[src/hw/rtl/mtmq_pkg.sv]
// Shared types and constants for the message tag match queue.
// Field widths, status and state codes, result record and register map.
// No dependencies.
package mtmq_pkg;

	localparam int COMM_W      = 32;
	localparam int TAG_W       = 16;
	localparam int SRC_W       = 16;
	localparam int HANDLE_W    = 8;
	localparam int COUNT_W     = 21;
	localparam int DTYPE_W     = 16;
	localparam int BYTES_W     = 28;
	localparam int KEY_W       = COMM_W + TAG_W + SRC_W;
	localparam int ESIZE_LSB   = 8;
	localparam int ESIZE_W     = 8;
	localparam int PROD_W      = COUNT_W + ESIZE_W;

	// config port
	localparam int DATA_W      = 32;
	localparam int ADDR_W      = 3;
	localparam int REG_IDX_LSB = 2;
	localparam int REG_IDX_W   = ADDR_W - REG_IDX_LSB;

	localparam logic [REG_IDX_W-1:0] REG_WORLD_COMM = REG_IDX_W'(0);
	localparam logic [COMM_W-1:0]    WORLD_COMM_RST = 32'h4400_0000;

	typedef enum logic {
		OP_ARRIVE = 1'b0,
		OP_RECV   = 1'b1
	} op_t;

	typedef enum logic [2:0] {
		STS_QUEUED    = 3'd0,
		STS_DELIVERED = 3'd1,
		STS_WAITING   = 3'd2,
		STS_DROPPED   = 3'd3,
		STS_BAD_COMM  = 3'd4,
		STS_DUP_RECV  = 3'd5
	} status_t;

	typedef enum logic [2:0] {
		ST_IDLE,
		ST_CHECK,
		ST_SCAN,
		ST_SCAN_END,
		ST_RESOLVE,
		ST_AGE,
		ST_AGE_END,
		ST_FINISH
	} state_t;

	typedef struct packed {
		status_t              status;
		logic [HANDLE_W-1:0]  handle;
		logic [SRC_W-1:0]     source;
		logic [TAG_W-1:0]     tag;
		logic [BYTES_W-1:0]   bytes;
	} result_t;

endpackage

[src/hw/rtl/message_tag_match_queue.sv]
// Message tag match queue: unexpected-message table plus one waiting receive.
// Depends on mtmq_pkg and mtmq_apb.
//
// One transaction is handled at a time. The unexpected-message table is a
// single-port-read, single-port-write RAM of QUEUE_ENTRIES words (key, payload
// handle, arrival rank) scanned one entry per clock; that read port sets the
// rate. A bad communicator, an arrival that meets the waiting receive, or a
// second receive goes from the check step straight to the finish step. Other
// arrivals and receives scan the whole table. A receive that removes an entry
// makes an extra pass over the table, renumbering the arrival ranks of younger
// entries. A finished result sits in an output register, so the next
// transaction is accepted while it waits to be taken.
module message_tag_match_queue #(
	parameter int QUEUE_ENTRIES = 16
) (
	input  logic                            clk,
	input  logic                            arst_n,
	input  logic                            psel,
	input  logic                            penable,
	input  logic                            pwrite,
	input  logic [mtmq_pkg::ADDR_W-1:0]     paddr,
	input  logic [mtmq_pkg::DATA_W-1:0]     pwdata,
	output logic [mtmq_pkg::DATA_W-1:0]     prdata,
	output logic                            pready,
	input  logic                            in_valid,
	output logic                            in_ready,
	input  logic                            op,
	input  logic [mtmq_pkg::COMM_W-1:0]     comm,
	input  logic [mtmq_pkg::TAG_W-1:0]      tag,
	input  logic [mtmq_pkg::SRC_W-1:0]      source,
	input  logic [mtmq_pkg::HANDLE_W-1:0]   payload_handle,
	input  logic [mtmq_pkg::COUNT_W-1:0]    elem_count,
	input  logic [mtmq_pkg::DTYPE_W-1:0]    datatype,
	output logic                            out_valid,
	input  logic                            out_ready,
	output logic [2:0]                      status,
	output logic [mtmq_pkg::HANDLE_W-1:0]   match_handle,
	output logic [mtmq_pkg::SRC_W-1:0]      match_source,
	output logic [mtmq_pkg::TAG_W-1:0]      match_tag,
	output logic [mtmq_pkg::BYTES_W-1:0]    byte_count
);
	import mtmq_pkg::*;

	localparam int IDX_W  = (QUEUE_ENTRIES > 1) ? $clog2(QUEUE_ENTRIES) : 1;
	localparam int CNT_W  = $clog2(QUEUE_ENTRIES + 1);
	localparam int WORD_W = KEY_W + HANDLE_W + IDX_W;
	localparam logic [IDX_W-1:0] LAST_IDX = IDX_W'(QUEUE_ENTRIES - 1);

	state_t state_q, state_d;

	logic [COMM_W-1:0]   world_comm;

	// latched transaction
	op_t                 op_q;
	logic [KEY_W-1:0]    key_q;
	logic [HANDLE_W-1:0] handle_q;
	logic [PROD_W-1:0]   prod_q;
	logic [BYTES_W-1:0]  bytes_q;

	// waiting receive
	logic                wait_valid_q;
	logic [KEY_W-1:0]    wait_key_q;
	logic [BYTES_W-1:0]  wait_bytes_q;

	// table
	logic [QUEUE_ENTRIES-1:0] valid_q;
	logic [WORD_W-1:0]   mem_q [QUEUE_ENTRIES];
	logic [WORD_W-1:0]   rd_data_s1;
	logic [IDX_W-1:0]    idx_q;
	logic                rd_en;
	logic                wr_en;
	logic [IDX_W-1:0]    wr_idx;
	logic [WORD_W-1:0]   wr_data;

	logic                rd_s1;
	logic                age_pass_s1;
	logic [IDX_W-1:0]    idx_s1;
	logic                vbit_s1;
	logic [KEY_W-1:0]    rd_key;
	logic [HANDLE_W-1:0] rd_handle;
	logic [IDX_W-1:0]    rd_age;

	// scan trackers
	logic                found_q;
	logic [IDX_W-1:0]    best_idx_q;
	logic [IDX_W-1:0]    best_age_q;
	logic [HANDLE_W-1:0] best_handle_q;
	logic                free_found_q;
	logic [IDX_W-1:0]    free_idx_q;
	logic [CNT_W-1:0]    used_q;

	result_t             res_d;
	result_t             res_q;
	result_t             out_q;
	logic                out_valid_q;

	logic                in_fire;
	logic                load_out;
	logic                comm_ok;
	logic                wait_hit;
	logic                early_done;
	logic                scan_eval;
	logic                key_match;

	mtmq_apb u_apb (
		.clk        (clk),
		.arst_n     (arst_n),
		.psel       (psel),
		.penable    (penable),
		.pwrite     (pwrite),
		.paddr      (paddr),
		.pwdata     (pwdata),
		.prdata     (prdata),
		.pready     (pready),
		.world_comm (world_comm)
	);

	assign comm_ok    = (key_q[KEY_W-1 -: COMM_W] == world_comm);
	assign wait_hit   = wait_valid_q && (wait_key_q == key_q);
	assign early_done = !comm_ok
		|| (op_q == OP_ARRIVE && wait_hit)
		|| (op_q == OP_RECV && wait_valid_q);

	assign rd_key    = rd_data_s1[WORD_W-1 -: KEY_W];
	assign rd_handle = rd_data_s1[IDX_W +: HANDLE_W];
	assign rd_age    = rd_data_s1[IDX_W-1:0];
	assign scan_eval = rd_s1 && !age_pass_s1;
	assign key_match = vbit_s1 && (rd_key == key_q);

	// next state
	always_comb begin
		state_d = state_q;
		case (state_q)
			ST_IDLE:     if (in_fire) state_d = ST_CHECK;
			ST_CHECK:    state_d = early_done ? ST_FINISH : ST_SCAN;
			ST_SCAN:     if (idx_q == LAST_IDX) state_d = ST_SCAN_END;
			ST_SCAN_END: state_d = ST_RESOLVE;
			ST_RESOLVE:  state_d = (op_q == OP_RECV && found_q) ? ST_AGE : ST_FINISH;
			ST_AGE:      if (idx_q == LAST_IDX) state_d = ST_AGE_END;
			ST_AGE_END:  state_d = ST_FINISH;
			ST_FINISH:   if (!out_valid_q || out_ready) state_d = ST_IDLE;
			default:     state_d = ST_IDLE;
		endcase
	end

	// state outputs
	always_comb begin
		in_ready = 1'b0;
		rd_en    = 1'b0;
		load_out = 1'b0;
		case (state_q)
			ST_IDLE:   in_ready = 1'b1;
			ST_SCAN:   rd_en = 1'b1;
			ST_AGE:    rd_en = 1'b1;
			ST_FINISH: load_out = !out_valid_q || out_ready;
			default:   ;
		endcase
	end

	assign in_fire = in_valid & in_ready;

	// table write: insert on resolve, or rank decrement during the age pass
	always_comb begin
		wr_en   = 1'b0;
		wr_idx  = free_idx_q;
		wr_data = {key_q, handle_q, used_q[IDX_W-1:0]};
		if (state_q == ST_RESOLVE && op_q == OP_ARRIVE && free_found_q) begin
			wr_en = 1'b1;
		end else if (rd_s1 && age_pass_s1 && vbit_s1 && rd_age > best_age_q) begin
			wr_en   = 1'b1;
			wr_idx  = idx_s1;
			wr_data = {rd_key, rd_handle, rd_age - 1'b1};
		end
	end

	always_ff @(posedge clk) begin
		if (rd_en) begin
			rd_data_s1 <= mem_q[idx_q];
		end
		if (wr_en) begin
			mem_q[wr_idx] <= wr_data;
		end
	end

	// control state
	always_ff @(posedge clk or negedge arst_n) begin
		if (!arst_n) begin
			state_q      <= ST_IDLE;
			valid_q      <= '0;
			wait_valid_q <= 1'b0;
			out_valid_q  <= 1'b0;
			idx_q        <= '0;
			rd_s1        <= 1'b0;
			age_pass_s1  <= 1'b0;
			found_q      <= 1'b0;
			free_found_q <= 1'b0;
			used_q       <= '0;
		end else begin
			state_q     <= state_d;
			rd_s1       <= rd_en;
			age_pass_s1 <= (state_q == ST_AGE);

			if (rd_en) begin
				idx_q <= (idx_q == LAST_IDX) ? '0 : idx_q + 1'b1;
			end else begin
				idx_q <= '0;
			end

			if (load_out) begin
				out_valid_q <= 1'b1;
			end else if (out_ready) begin
				out_valid_q <= 1'b0;
			end

			if (state_q == ST_CHECK) begin
				found_q      <= 1'b0;
				free_found_q <= 1'b0;
				used_q       <= '0;
				if (comm_ok && op_q == OP_ARRIVE && wait_hit) begin
					wait_valid_q <= 1'b0;
				end
			end

			if (scan_eval) begin
				if (vbit_s1) begin
					used_q <= used_q + 1'b1;
				end else if (!free_found_q) begin
					free_found_q <= 1'b1;
				end
				if (key_match && (!found_q || rd_age < best_age_q)) begin
					found_q <= 1'b1;
				end
			end

			if (state_q == ST_RESOLVE) begin
				if (op_q == OP_ARRIVE) begin
					if (free_found_q) begin
						valid_q[free_idx_q] <= 1'b1;
					end
				end else if (found_q) begin
					valid_q[best_idx_q] <= 1'b0;
				end else begin
					wait_valid_q <= 1'b1;
				end
			end
		end
	end

	// result of the check step or of the resolve step
	always_comb begin
		res_d = '0;
		if (state_q == ST_CHECK) begin
			if (!comm_ok) begin
				res_d.status = STS_BAD_COMM;
			end else if (op_q == OP_ARRIVE && wait_hit) begin
				res_d.status = STS_DELIVERED;
				res_d.handle = handle_q;
				res_d.source = key_q[SRC_W-1:0];
				res_d.tag    = key_q[SRC_W +: TAG_W];
				res_d.bytes  = wait_bytes_q;
			end else if (op_q == OP_RECV && wait_valid_q) begin
				res_d.status = STS_DUP_RECV;
			end
		end else if (op_q == OP_ARRIVE) begin
			res_d.status = free_found_q ? STS_QUEUED : STS_DROPPED;
		end else if (found_q) begin
			res_d.status = STS_DELIVERED;
			res_d.handle = best_handle_q;
			res_d.source = key_q[SRC_W-1:0];
			res_d.tag    = key_q[SRC_W +: TAG_W];
			res_d.bytes  = bytes_q;
		end else begin
			res_d.status = STS_WAITING;
		end
	end

	// payload registers
	always_ff @(posedge clk) begin
		idx_s1  <= idx_q;
		vbit_s1 <= valid_q[idx_q];

		if (in_fire) begin
			op_q     <= op_t'(op);
			key_q    <= {comm, tag, source};
			handle_q <= payload_handle;
			prod_q   <= PROD_W'(elem_count) * PROD_W'(datatype[ESIZE_LSB +: ESIZE_W]);
		end

		if (scan_eval) begin
			if (!vbit_s1 && !free_found_q) begin
				free_idx_q <= idx_s1;
			end
			if (key_match && (!found_q || rd_age < best_age_q)) begin
				best_idx_q    <= idx_s1;
				best_age_q    <= rd_age;
				best_handle_q <= rd_handle;
			end
		end

		if (state_q == ST_CHECK) begin
			// saturate the byte count
			bytes_q <= prod_q[PROD_W-1] ? '1 : prod_q[BYTES_W-1:0];
		end

		if (state_q == ST_CHECK || state_q == ST_RESOLVE) begin
			res_q <= res_d;
		end

		if (state_q == ST_RESOLVE && op_q == OP_RECV && !found_q) begin
			wait_key_q   <= key_q;
			wait_bytes_q <= bytes_q;
		end

		if (load_out) begin
			out_q <= res_q;
		end
	end

	assign out_valid    = out_valid_q;
	assign status       = out_q.status;
	assign match_handle = out_q.handle;
	assign match_source = out_q.source;
	assign match_tag    = out_q.tag;
	assign byte_count   = out_q.bytes;

endmodule

[src/hw/rtl/mtmq_apb.sv]
// Configuration register block: APB-style write/read of the world communicator.
// Depends on mtmq_pkg.
module mtmq_apb (
	input  logic                          clk,
	input  logic                          arst_n,
	input  logic                          psel,
	input  logic                          penable,
	input  logic                          pwrite,
	input  logic [mtmq_pkg::ADDR_W-1:0]   paddr,
	input  logic [mtmq_pkg::DATA_W-1:0]   pwdata,
	output logic [mtmq_pkg::DATA_W-1:0]   prdata,
	output logic                          pready,
	output logic [mtmq_pkg::COMM_W-1:0]   world_comm
);
	import mtmq_pkg::*;

	logic [REG_IDX_W-1:0] reg_idx;
	logic [COMM_W-1:0]    world_comm_q;
	logic                 wr_fire;

	assign reg_idx = paddr[ADDR_W-1:REG_IDX_LSB];
	assign pready  = 1'b1;
	assign wr_fire = psel & penable & pwrite & pready;

	always_ff @(posedge clk or negedge arst_n) begin
		if (!arst_n) begin
			world_comm_q <= WORLD_COMM_RST;
		end else if (wr_fire && reg_idx == REG_WORLD_COMM) begin
			world_comm_q <= pwdata[COMM_W-1:0];
		end
	end

	always_comb begin
		prdata = '0;
		if (reg_idx == REG_WORLD_COMM) begin
			prdata = DATA_W'(world_comm_q);
		end
	end

	assign world_comm = world_comm_q;

endmodule
[config.mk]
export PLATFORM = sky130hd
export DESIGN_NAME = message_tag_match_queue
export DESIGN_NICKNAME = d
export VERILOG_FILES = /design/src/hw/rtl/mtmq_pkg.sv /design/src/hw/rtl/message_tag_match_queue.sv /design/src/hw/rtl/mtmq_apb.sv
export SDC_FILE = /design/constraint.sdc
export NUM_CORES = 2
export LEC_CHECK = 0
export BUFFER_PORTS_ARGS = -buffer_cell sky130_fd_sc_hd__buf_2
export CAP_MARGIN = 20
export CORE_AREA = 2 2 553 335
export DETAILED_ROUTE_END_ITERATION = 10
export DIE_AREA = 0 0 555 337
export PLACE_DENSITY_LB_ADDON = 0.08
export REMOVE_ABC_BUFFERS = 1
export SLEW_MARGIN = 0
export SYNTH_ARGS = -nofsm -noshare
export SYNTH_HDL_FRONTEND = slang
export SYNTH_SLANG_ARGS = --single-unit
[constraint.sdc]
create_clock -name clk -period 8.32 [get_ports clk]
set_clock_uncertainty 0.2 [all_clocks]
set_input_delay 0.832 -clock clk [delete_from_list [all_inputs] [get_ports clk]]
set_output_delay 0.832 -clock clk [all_outputs]
set_load 0.005 [all_outputs]
# Yosys cells after proc, flatten, opt, wreduce, memory -nomap -nowiden
# Memory sizes are Yosys's and may differ from the RTL's. A register that Yosys moved wholly into a read port is not among the register bits.
# Index checks and enable logic that the tools add are counted.
[totals] register_bits=455 mem_bits_rw=1216 input_bits=152 output_inout_bits=106 wordCells=167 mem_count=1
[memory_table] name="mem_q" words=16 word_bits=76 read_ports=1 rd_ports_with_merged_regs=1 write_ports=1 line_no="message_tag_match_queue.sv:67" text="logic [WORD_W-1:0] mem_q [QUEUE_ENTRIES];"
[classes] n_addsub=3 multipliers=1 magnitude_cmp=7 eq_ne=16 muxes=58 bitwise_logic=8 reduce_logical=39
[ops] operator="68-bit two-way mux" count=4
[ops] operator="76-bit two-way mux" count=2
[ops] operator="64-bit equality test" count=2
[ops] operator="71-bit two-way mux" count=1
[ops] operator="16-bit two-way mux" count=3
[ops] operator="32-bit equality test" count=1
[ops] operator="32-bit two-way mux" count=1
[ops] operator="21-bit by 8-bit multiplier with 29-bit output" count=1
[ops] operator="3-bit two-way mux" count=9
[ops] operator="1-bit two-way mux" count=24
[ops] operator="3-bit one-hot mux with 8 select lines" count=1
[ops] operator="1-bit logical AND" count=20
[ops] operator="16-bit AND" count=1
[ops] operator="4-bit two-way mux" count=4
[ops] operator="16-bit inverter" count=1
[ops] operator="16-bit bitwise OR" count=1
[ops] operator="4-bit by 5-bit < comparator with 1-bit output, second input constant" count=3
[ops] operator="5-bit two-way mux" count=3
[ops] operator="3-bit equality test, second input constant" count=4
[ops] operator="1-bit demux with 4-bit select" count=2
[ops] operator="4-bit by 1-bit greater-or-equal comparator with 1-bit output, second input constant" count=2
[ops] operator="2-bit inequality test, second input constant" count=4
[ops] operator="3-bit by 2-bit equality test with 1-bit output, second input constant" count=2
[ops] operator="1-bit logical NOT" count=6
[ops] operator="19 further kinds" count=30

# Depth between registers and ports, before layout
[depth] depth_word=8 ltp_mapped=19 depth_no_buf=17

# Hierarchy
# A second synthesis with hierarchy kept.
[hier_totals] cells_unflattened=4097 hier_area_um2=72475.8
[by_module_without_submodules] module="message_tag_match_queue" n_inst=1 cells_per_inst=3992 area_per_inst_um2=70919.3 seq_area_each_um2=51254.2
[by_module_without_submodules] module="mtmq_apb" n_inst=1 cells_per_inst=105 area_per_inst_um2=1556.5 seq_area_each_um2=803.3

# Worst setup path before layout
# Ideal clock, no wire load.
[synth_timing] kind="flip-flop to flip-flop" start="register rd_data_s1[1] (read register of mem_q)" end="memory mem_q[13][0] (netlist bit) (enable)" setup_ns=0.511 arrival_time_ns=5.154 required_ns=7.609 path_slack_ns=2.455 path_stages_with_launch=10 path_buffers=1 synth_period_minus_slack_ns=5.865 cell_sequence="edfxtp_1 -> ha_1 -> nor2b_1 -> o21a_1 -> o21a_1 -> o2111ai_1 -> clkbuf_1 -> nor2b_1 -> a31oi_1 -> nor2_1"
[synth_between] elab_chain_cells=6 word_cells_on_any_way=8 classes_between="1 x order compare; 6 x mux; 1 x reduce/logical"
[synth_lines] item="start, declared" line_no="message_tag_match_queue.sv:68" text="logic [WORD_W-1:0] rd_data_s1;"
[synth_lines] item="4-bit greater-than comparator *" line_no="message_tag_match_queue.sv:169" text="end else if (rd_s1 && age_pass_s1 && vbit_s1 && rd_age > best_age_q) begin"
[synth_lines] item="1-bit logical AND *" line_no="message_tag_match_queue.sv:169"
[synth_lines] item="1-bit two-way mux" line_no="message_tag_match_queue.sv:169"
[synth_lines] item="1-bit two-way mux" line_no="message_tag_match_queue.sv:167" text="if (state_q == ST_RESOLVE && op_q == OP_ARRIVE && free_found_q) begin"
[synth_lines] item="1-bit two-way mux" line_no="message_tag_match_queue.sv:180" text="if (wr_en) begin"
[synth_lines] item="1-bit two-way mux (not written as such)" line_no="message_tag_match_queue.sv:181" text="mem_q[wr_idx] <= wr_data;"
[synth_lines] item="end, declared" line_no="message_tag_match_queue.sv:67"
# Mark *: on every way between the ends. The rest lies on a longest branch, timed or not.

# Worst setup path after layout
[layout_timing] start="input datatype[10] (netlist bit)" end="register prod_q[27], data pin"
[layout_between] elab_chain_cells=1
[layout_lines] item="start, declared" line_no="message_tag_match_queue.sv:33" text="input logic [mtmq_pkg::DTYPE_W-1:0] datatype,"
[layout_lines] item="21-bit by 8-bit multiplier with 29-bit output" line_no="message_tag_match_queue.sv:286" text="prod_q <= PROD_W'(elem_count) * PROD_W'(datatype[ESIZE_LSB +: ESIZE_W]);"
[layout_lines] item="end signal, assigned" line_no="message_tag_match_queue.sv:286"
[layout_lines] item="end, declared" line_no="message_tag_match_queue.sv:57" text="logic [PROD_W-1:0] prod_q;"
# Every way passes these cells.
# A chain may end at the register's enable or synchronous reset.

==> flow_metrics.tcl <==
set metrics [dict create \
    status "complete, no violations" \
    final_common_cell "edfxtp_1" \
    grt_pass1_wl_mm 286 \
    final_hold_viol_count 0 \
    clk-insertion-delay-late_ns 0.81 \
    start_util_pct 39.7 \
    drt_iter0_drc 3887 \
    core_um2 183000 \
    reg2reg_from "op_q" \
    wl_per_cell_um 28.0 \
    areaGrowthSynthToFinish_pct 14.6 \
    cp.arrival_ns 6.22 \
    period_share_pct 70.8 \
    whs_endpoint "u_apb.world_comm[3]" \
    worst_pin_slew_ns 1.16 \
    grt_max_degree 118 \
    mostFrequentLayoutCells "1,676 x edfxtp_1, 364 x nand2_1, 245 x buf_2" \
    cts_buffers 173 \
    totalWireLength_mm 202 \
    min_from "pwdata[3]" \
    yosys_register_bits 1746 \
    track_usage_pct 21.5 \
    numPortBuffers 246 \
    drc 0 \
    gp_congestion 0.785 \
    dieArea_um2 187000 \
    place_hpwl_mm 111 \
    avgSynthCellArea_um2 16.9 \
    end_kind "register" \
    async_reset_ff_share_pct 3.72 \
    cts_root_buffer "clkbuf_16" \
    start_kind "input port" \
    hold_path_class "input port to register" \
    htree_num_levels 4 \
    ir_drop_uv 270 \
    worstPathRequired_ns 8.65 \
    grt_pass1_vias 38500 \
    antenna_found_initial 8 \
    ff2ff_setup_slack_ns 3.00 \
    fin_nets 4999 \
    num_vias 39200 \
    grt_remaining_overflow 0 \
    syn_inst 4286 \
    drive_gt1_share_pct 18.5 \
    clk_pin_slew_worst_paths_ns 0.06 \
    synth_ff_type "edfxtp_1" \
    die_h_um 337 \
    num_rows 122 \
    path_max_fanout 21 \
    cts_setup_buffers 0 \
    cts_buffer_depth 4 \
    ys_types 67 \
    p_leak_nw 28.1 \
    cts_tree "yes" \
    max_cap_viol_count 0 \
    dieWidth_um 555 \
    worstHoldPathCells 2 \
    period_needed_ns 5.89 \
    ant_nets 0 \
    cts_sinks 1746 \
    r2r_end "mem_q[13][49]" \
    preCtsSetupSlack_ns 1.71 \
    synth_area_um2 72500 \
    synth_seq_area_share_pct 71.8 \
    worst_slack_ns 2.43 \
    drv_slew 0 \
    synth_edf_count 1676 \
    rsz0062_at_grt "false" \
    p_per_area_nw_per_um2 276 \
    fmax_ghz 0.170 \
    ioPinCount 258 \
    setup-tns-final_ns 0 \
    r2r_cells 8 \
    dr.pass1.iters 6 \
    finalSetupViolations 0 \
    maxSlewHeadroom_pct 22.4 \
    vias_per_cell 5.42 \
    worst-setup-path-type "input port to register" \
    ys_warn_count 0 \
]
==> registers in the layout, indices dropped and copies added, names as in the netlist, 8 cells and up <==
name / flops
best_handle_q: 8
byte_count: 28
bytes_q: 28
handle_q: 8
key_q: 64
match_handle: 8
match_source: 16
match_tag: 16
mem_q: 1216
prod_q: 29
rd_data_s1: 76
res_q: 71
u_apb.world_comm: 32
valid_q: 16
wait_bytes_q: 28
wait_key_q: 64
==> logic make-up after synthesis <==
kind of cell / share of synthesized area (%)
xor+xnor: 2.09
fa+ha+maj: 4.11
buf+inv: 1.81
mux: 9.69
compound gates: 5.12
other cells: 0.00517
simple gates: 5.36
flops: 71.8
==> stage by stage <==
stage	cells	power, mW	utilization (%)	hold WS [ns]	area, um^2
finish	7225	23.0	45.5	0.0508	83100
global route	7221	24.0	45.5	0.0194	83100
CTS	7211	23.2	45.4	0.000167	83000
detailed placement	6831	15.6	42.1	0.205	76900
global placement	6829	15.6	42.1	0.200	76900
floorplan	4094	15.0	-	0.200	71700
==> how the worst max path moves through the flow <==
| stage | from | to | slack (ns) | depth (start not counted) |
|---|---|---|---|---|
| final | datatype[10] | prod_q[27] | 2.43 | 17 |
| after global routing | datatype[10] | prod_q[27] | 2.16 | 17 |
| after CTS | datatype[10] | prod_q[27] | 2.58 | 17 |
| after detailed placement | datatype[10] | prod_q[27] | 1.71 | 17 |
| after global placement | datatype[10] | prod_q[23] | 1.80 | 17 |
| after floorplan | idx_q[0] | idx_q[0] | -8.31 | 3 |
==> power by group <==
group | leakage, nW | internal, mW | total (mW) | switching (mW)
clock network | 2.57 | 4.18 | 7.49 | 3.31
registers | 16.1 | 10.6 | 11.1 | 0.444
logic | 9.50 | 1.74 | 4.37 | 2.64
total | 28.1 | 16.6 | 23.0 | 6.40
==> cell usage after synthesis (11+ instances only) <==
| cell type | count | area share (%) |
|---|---|---|
| buf_1 | 23 | 0.12 |
| o21ai_0 | 189 | 1.3 |
| nand2_1 | 365 | 1.9 |
| xor2_1 | 126 | 1.5 |
| inv_1 | 130 | 0.67 |
| fa_1 | 114 | 3.1 |
| a31oi_1 | 14 | 0.12 |
| nor2b_1 | 53 | 0.46 |
| o21ai_1 | 14 | 0.097 |
| nand4_1 | 19 | 0.16 |
| a221oi_1 | 80 | 0.97 |
| buf_2 | 26 | 0.18 |
| mux2_2 | 109 | 1.7 |
| clkbuf_1 | 135 | 0.70 |
| a22o_1 | 38 | 0.46 |
| dfrtp_1 | 63 | 2.2 |
| nor4_1 | 30 | 0.26 |
| nor2_1 | 73 | 0.38 |
| xnor2_1 | 47 | 0.57 |
| mux4_2 | 154 | 4.8 |
| or2_2 | 30 | 0.26 |
| nand2b_1 | 11 | 0.095 |
| and2_1 | 167 | 1.4 |
| mux2i_1 | 233 | 3.2 |
| nand3_1 | 13 | 0.090 |
| a21oi_1 | 112 | 0.77 |
| edfxtp_1 | 1676 | 69 |
| ha_1 | 56 | 0.97 |
| a22oi_1 | 78 | 0.81 |
==> area by class of cell <==
type,count,area (um^2)
clock inverters,78,601
flip-flops and latches,1746,52100
multi-input cells,2215,19300
clock buffers,222,4640
diodes,5,12.5
fillers,15800,99600
repair buffers,408,2920
well taps,2418,3030
inverters,133,504
==> what timing repair did <==
item	CTS	global route
endpoints found under the hold margin	110	0
hold buffers	80	0
gates resized for setup	0	0
setup endpoints to repair	0	0
==> metal layers <==
layer | GRT usage, % | wire, um | vias to the layer above | part of all wire [%]
li1 | - | - | 17200 | -
met1 | 33.8 | 101000 | 20600 | 50
met2 | 30.9 | 85800 | 1133 | 42
met3 | 3.74 | 11900 | 233 | 5.9
met4 | 4.46 | 3700 | 2 | 1.8
met5 | 0 | 13 | - | 0.0064
==> critical path, stage by stage <==
cell and delay [ns]:
buf_2 0.36, nand2_1 0.16, fa_1 0.54, fa_1 0.55
inv_1 0.05, fa_1 0.47, inv_1 0.05, fa_1 0.47
inv_1 0.04, ha_1 0.33, o21a_1 0.13, o31a_1 0.14
o31ai_1 0.81, a31oi_1 0.48, a31oi_1 0.43, mux2i_1 0.24
o2111ai_1 0.13
Power figures use the tool's default switching activity.
